<file path="src/rtl/lgl_pkg.sv">
// Shared constants and controller/datapath command and status types.
package lgl_pkg;

    localparam int VALUE_WIDTH = 32;
    localparam int IN_W        = 32;
    localparam int LCM_W       = 64;
    localparam int PROD_W      = 96;

    // Commands from controller to datapath
    typedef struct packed {
        logic accept;
        logic seed;
        logic eu_load_gcd;
        logic eu_load_lcm;
        logic gcd_store;
        logic g_store;
        logic lcm_zero;
        logic halt;
        logic eu_step;
        logic div_start;
        logic div_sel_quo;
        logic mul_lo;
        logic mul_hi;
        logic ovf_set;
        logic lcm_store_quo;
        logic emit;
    } lgl_cmd_t;

    // Status from datapath to controller
    typedef struct packed {
        logic in_list;
        logic halted;
        logic last;
        logic x_zero;
        logic y_zero;
        logic div_done;
        logic mul_ovf;
        logic out_free;
    } lgl_status_t;

endpackage

</file>
<file path="src/rtl/lgl_ctrl.sv">
// Controller: sequences seeding, both Euclid loops, multiply and quotient per value.
module lgl_ctrl (
    input  logic                  clk,
    input  logic                  rst_n,
    input  logic                  in_valid,
    output logic                  in_ready,
    input  lgl_pkg::lgl_status_t  status,
    output lgl_pkg::lgl_cmd_t     cmd
);
    typedef enum logic [8:0] {
        S_IDLE    = 9'b000000001,
        S_START   = 9'b000000010,
        S_EU_CHK  = 9'b000000100,
        S_EU_WAIT = 9'b000001000,
        S_MUL_LO  = 9'b000010000,
        S_MUL_HI  = 9'b000100000,
        S_MUL_CHK = 9'b001000000,
        S_Q_WAIT  = 9'b010000000,
        S_FIN     = 9'b100000000
    } state_t;

    state_t state_reg, state_next;
    logic   phase_reg, phase_next;   // 0: gcd loop, 1: lcm divisor loop

    assign in_ready = (state_reg == S_IDLE);

    always_comb
    begin
        state_next = state_reg;
        phase_next = phase_reg;
        cmd        = '0;
        unique case (state_reg)
            S_IDLE:
            begin
                if (in_valid)
                begin
                    cmd.accept = 1'b1;
                    state_next = S_START;
                end
            end
            S_START:
            begin
                if (!status.in_list)
                begin
                    cmd.seed   = 1'b1;
                    state_next = S_FIN;
                end
                else if (status.halted)
                    state_next = S_FIN;
                else
                begin
                    cmd.eu_load_gcd = 1'b1;
                    phase_next      = 1'b0;
                    state_next      = S_EU_CHK;
                end
            end
            S_EU_CHK:
            begin
                if (!status.y_zero)
                begin
                    cmd.div_start = 1'b1;
                    state_next    = S_EU_WAIT;
                end
                else if (!phase_reg)
                begin
                    cmd.gcd_store = 1'b1;
                    if (status.x_zero)
                    begin
                        cmd.lcm_zero = 1'b1;
                        cmd.halt     = 1'b1;
                        state_next   = S_FIN;
                    end
                    else
                    begin
                        cmd.eu_load_lcm = 1'b1;
                        phase_next      = 1'b1;
                    end
                end
                else if (status.x_zero)
                begin
                    cmd.lcm_zero = 1'b1;
                    state_next   = S_FIN;
                end
                else
                begin
                    cmd.g_store = 1'b1;
                    state_next  = S_MUL_LO;
                end
            end
            S_EU_WAIT:
            begin
                if (status.div_done)
                begin
                    cmd.eu_step = 1'b1;
                    state_next  = S_EU_CHK;
                end
            end
            S_MUL_LO:
            begin
                cmd.mul_lo = 1'b1;
                state_next = S_MUL_HI;
            end
            S_MUL_HI:
            begin
                cmd.mul_hi = 1'b1;
                state_next = S_MUL_CHK;
            end
            S_MUL_CHK:
            begin
                if (status.mul_ovf)
                begin
                    cmd.ovf_set = 1'b1;
                    state_next  = S_FIN;
                end
                else
                begin
                    cmd.div_start   = 1'b1;
                    cmd.div_sel_quo = 1'b1;
                    state_next      = S_Q_WAIT;
                end
            end
            S_Q_WAIT:
            begin
                if (status.div_done)
                begin
                    cmd.lcm_store_quo = 1'b1;
                    state_next        = S_FIN;
                end
            end
            S_FIN:
            begin
                if (!status.last)
                    state_next = S_IDLE;
                else if (status.out_free)
                begin
                    cmd.emit   = 1'b1;
                    state_next = S_IDLE;
                end
            end
            default:
                state_next = S_IDLE;
        endcase
    end

    always_ff @(posedge clk or negedge rst_n)
    begin
        if (!rst_n)
        begin
            state_reg <= S_IDLE;
            phase_reg <= 1'b0;
        end
        else
        begin
            state_reg <= state_next;
            phase_reg <= phase_next;
        end
    end
endmodule

</file>
<file path="config.mk">
export PLATFORM = sky130hd
export DESIGN_NAME = lgl_ctrl
export DESIGN_NICKNAME = d
export VERILOG_FILES = /design/src/rtl/lgl_pkg.sv /design/src/rtl/lgl_ctrl.sv
export SDC_FILE = /design/constraint.sdc
export NUM_CORES = 1
export LEC_CHECK = 0
export BUFFER_PORTS_ARGS = -buffer_cell sky130_fd_sc_hd__clkbuf_2
export CAP_MARGIN = 40
export CORE_ASPECT_RATIO = 0.9
export CORE_MARGIN = 2
export CORE_UTILIZATION = 53
export DETAILED_ROUTE_END_ITERATION = 10
export PLACE_DENSITY = 0.83
export SKIP_LAST_GASP = 1
export SLEW_MARGIN = 15
export SYNTH_ARGS = -nofsm -noshare
export SYNTH_HDL_FRONTEND = slang
export SYNTH_SLANG_ARGS = --single-unit
</file>
<file path="constraint.sdc">
create_clock -name clk -period 3.05 [get_ports clk]
set_input_delay 0.61 -clock clk [delete_from_list [all_inputs] [get_ports clk]]
set_output_delay 0.61 -clock clk [all_outputs]
set_load 0.01 [all_outputs]
</file>
# --- Yosys cells after proc, flatten, opt, wreduce, memory -nomap -nowiden ---
# Index checks and enable logic that the tools add are counted.
totals:
  ff_bits: 10
  inputBits: 11
  out_inout_bits: 17
op_classes:
  eq_ne: 17
  muxes: 47
  n_reduce_logical: 3
op_table:
  columns: ["op", "n"]
  rows:
  - ["$mux 9", 12]
  - ["$pmux 9 s9", 1]
  - ["$mux 1", 26]
  - ["$ne 2x2->1 const B", 6]
  - ["$mux 5", 2]
  - ["$eq 9x1->1 const B", 1]
  - ["$eq 9x2->1 const B", 1]
  - ["$eq 9x3->1 const B", 1]
  - ["$eq 9x4->1 const B", 1]
  - ["$eq 9x5->1 const B", 1]
  - ["$eq 9x6->1 const B", 1]
  - ["$eq 9x7->1 const B", 1]
  - ["$eq 9x8->1 const B", 1]
  - ["$eq 9x9->1 const B", 1]
  - ["$mux 2", 4]
  - ["$reduce_and 5->1", 1]
  - ["$ne 4x4->1 const B", 1]
  - ["$pmux 1 s2", 2]
  - ["$reduce_and 4->1", 1]
  - ["$ne 3x3->1 const B", 1]
  - ["$reduce_bool 2->1", 1]

# --- Logic depth before layout (Yosys ltp) ---
logic_depth:
  depth_word: 4
  mapped_depth: 6
  mapped_depth_nobuf: 5

# --- Least setup slack after synthesis ---
# OpenSTA, ideal clock, no wires.
synth_path:
  path_type: "register to output"
  from: "register state_reg[4]"
  to: "output cmd[8] (netlist bit)"
  t_arrival_ns: 1.335
  required_ns: 2.440
  path_slack_ns: 1.105
  path_stages_with_launch: 6
  cell_sequence: "dfrtp_1 > buf_6 > nor3_2 > and4_1 > nand2_1 > nor3_1"
synth_rtl:
  columns: ["element", "line_no", "text"]
  rows:
  - ["start, declared", "lgl_ctrl.sv:22", "state_t state_reg, state_next;"]
  - ["start signal, assigned", "lgl_ctrl.sv:154", "state_reg <= state_next;"]
  - ["end, declared", "lgl_ctrl.sv:8", "output lgl_pkg::lgl_cmd_t cmd"]

==> results.json <==
{
  "netlist_top_cells_area": "dfrtp_1 (26%), buf_6 (5.2%), nor2_1 (5.2%)",
  "ctsHoldBuffers": 0,
  "fin_skew_ns": 0.00653,
  "peakVddDrop_v": 0.000497,
  "fillers": 138,
  "whs_ns": 0.197,
  "pwr_density_cell_mw_per_mm2": 537,
  "synth_top_area_share_pct": 26.1,
  "drcViolationCount": 0,
  "clk_pin_slew_worst_paths_ns": 0.07,
  "avgSynthCellArea_um2": 8.90,
  "yosysWarnings": 0,
  "fp.dieH_um": 42.3,
  "fmax_mhz": 398,
  "post-route-min-period_ns": 2.51,
  "finalSetupViolCount": 0,
  "worst_pin_slew_ns": 0.397,
  "grt_max_degree": 11,
  "synthMuxAreaShare_pct": 0,
  "synth.cell_area_um2": 863,
  "root_buffer": "clkbuf_4",
  "worstSetupStartpointType": "register",
  "min_period_over_period_pct": 82.5,
  "outcome": "finished, final reports clean",
  "cts.sinks": 10,
  "largest_reg_flops": 9,
  "maxCapViolCount": 0,
  "regToRegStartpoint": "state_reg[3]$_DFFE_PN0P_",
  "worstReg2RegEnd": "phase_reg$_DFFE_PN0P_",
  "cts_tree": "done",
  "ant_nets": 0,
  "worstRegToRegCells": 5,
  "grt_pass1_vias": 741,
  "power.leakage_nw": 0.502,
  "start_util_pct": 58.3,
  "hpwl_um": 1580,
  "grt_overflow": 0,
  "num_vias": 846,
  "io_buffers": 27,
  "drive_gt1_share_pct": 36.6,
  "n_antenna_cell": 0,
  "crit_end": "cmd[6]",
  "wl_per_cell_um": 14.2,
  "antenna_found_initial": 0,
  "synth_xor_area_share_pct": 3.04,
  "crit_fanout": 6,
  "synth-compound-area-share_pct": 13.5,
  "grt_util_all_layers_pct": 23.7,
  "drt_iter0_drc": 37,
  "seq_area_um2": 251,
  "die_w_um": 46.5,
  "rows": 13,
  "critPathKind": "reg -> out",
  "post_cts_buffers": 0,
  "endpoint_kind": "output port",
  "drv_slew": 0,
  "syn_nets": 108,
  "yosys.area_share.adder_pct": 0,
  "gp_congestion": 0.826,
  "rsz0062_at_grt": "no",
  "cp-startpoint": "state_reg[8]$_DFFE_PN0P_",
  "synth_top_family_by_area": "simple AND/OR/NAND/NOR gates",
  "nNetsFinal": 135,
  "r2r_slack_ns": 1.31,
  "core_area_mm2": 0.00148,
  "num_io_pins": 28,
  "grt_pass1_wl_um": 3390,
  "ys_seq_area_share_pct": 29.1,
  "yosysTopAreaCell": "dfrtp_1",
  "hold_viol_final": 0,
  "synth_simple_gate_area_share_pct": 45.8,
  "die_area_mm2": 0.00197,
  "vias_per_cell": 5.83,
  "netlist_instances": 97,
  "synth_cell_types": 42,
  "syn_to_final_growth_pct": 16.2,
  "worstPathRequired_ns": 2.44,
  "cts_max_path_buffers": 2,
  "setup_tns_ns": 0,
  "multi_input_area_um2": 538,
  "clk_latency_ns": 0.28,
  "cts_resized": 0,
  "drt_wl_total_um": 2070,
  "ys_ff_latch": 10,
  "min-delay-path-class": "in -> async",
  "first_pass_iters": 4,
  "cts_buffers": 3,
  "cts.htree.levels": 1,
  "cp.arrival_ns": 1.90,
  "slew_headroom_pct": 73.5
}
## layer usage
layer	track usage [%]	wire, µm	up-vias
li1	-	-	404
met4	8.57	33	0
met1	34.3	899	397
met3	3.45	163	5
met5	0	0	-
met2	35.0	968	40
## final cells by class
type,count,share of cell area (%)
clock buffer,4,3.62
inverter,4,1.50
multi-input combinational,78,53.6
sequential,10,25.1
tap,22,2.74
timing repair buffer,27,13.5
## report_power, final
part,switching [mW],total (mW),internal [mW]
clock network,0.0524,0.125,0.0726
logic,0.118,0.228,0.110
registers,0.0321,0.186,0.154
## Yosys cell counts (all sizes together)
cell / n
or3: 1
a21oi: 2
o2bb2ai: 1
o21ai: 4
or2: 1
nor4: 3
nor2: 13
and2: 3
dfrtp: 9
nor2b: 4
a21boi: 1
inv: 4
nor3b: 6
clkbuf: 1
nand4b: 1
a21o: 2
nand4: 2
o211ai: 1
nand3: 3
nand2: 5
o2111a: 1
o2111ai: 1
o22ai: 2
and3: 2
nor3: 6
xor2: 3
buf: 4
nand3b: 3
nand2b: 2
dfstp: 1
o221ai: 1
a31oi: 1
and4: 2
nor4b: 1
## per-stage QoR
step / cells / setup WS [ns] / cell area [µm²] / utilization [%] / power, mW
after floorplan: 97 / 1.10 / 863 / - / 0.349
after global placement: 141 / 0.885 / 967 / 65.3 / 0.401
after detailed placement: 141 / 0.856 / 967 / 65.3 / 0.412
after CTS: 145 / 0.551 / 1000 / 67.8 / 0.538
after global routing: 145 / 0.369 / 1000 / 67.8 / 0.567
final: 145 / 0.535 / 1000 / 67.8 / 0.539
## cell usage in the layout, fill, tap and decap left out, types with 2 or more instances in the layout
master	Yosys	final
clkbuf_2	0	27
nor2_1	12	12
dfrtp_1	9	9
nor3b_1	5	5
nand2_1	5	5
inv_1	4	4
o21ai_0	4	4
nor3_2	3	3
nand3_1	3	3
nor2b_1	3	3
nor3_1	3	3
nand3b_1	3	3
xor2_1	3	3
clkbuf_4	0	3
and3_1	2	2
nand2b_1	2	2
nand4_1	2	2
o22ai_1	2	2
and2_2	2	2
a21oi_1	2	2
a21o_1	2	2
## worst max-delay path, cell delays in order, from the launching register on
cell	delay (ns)
dfrtp_1	0.45
nor3_2	0.35
nor4b_2	0.33
nand3_1	0.16
o22ai_1	0.17
clkbuf_2	0.16
## worst min-delay path by stage
stage / from / endpoint / slack, ns / depth (start not counted)
CTS: rst_n / state_reg[7]$_DFFE_PN0P_ / 0.20 / 1
finish: rst_n / state_reg[7]$_DFFE_PN0P_ / 0.20 / 1
floorplan: rst_n / phase_reg$_DFFE_PN0P_ / 0.31 / 0
global route: rst_n / state_reg[7]$_DFFE_PN0P_ / 0.21 / 1
detailed placement: rst_n / state_reg[6]$_DFFE_PN0P_ / 0.50 / 1
global placement: rst_n / state_reg[5]$_DFFE_PN0P_ / 0.50 / 1
## kinds of logic (layout without fill, tap and decap cells)
group	Yosys count	after routing
simple gates	58	58
flops	10	10
buf+inv	9	35
xor+xnor	3	3
compound gates	17	17
No activity file was read; power rests on OpenSTA's default activity.
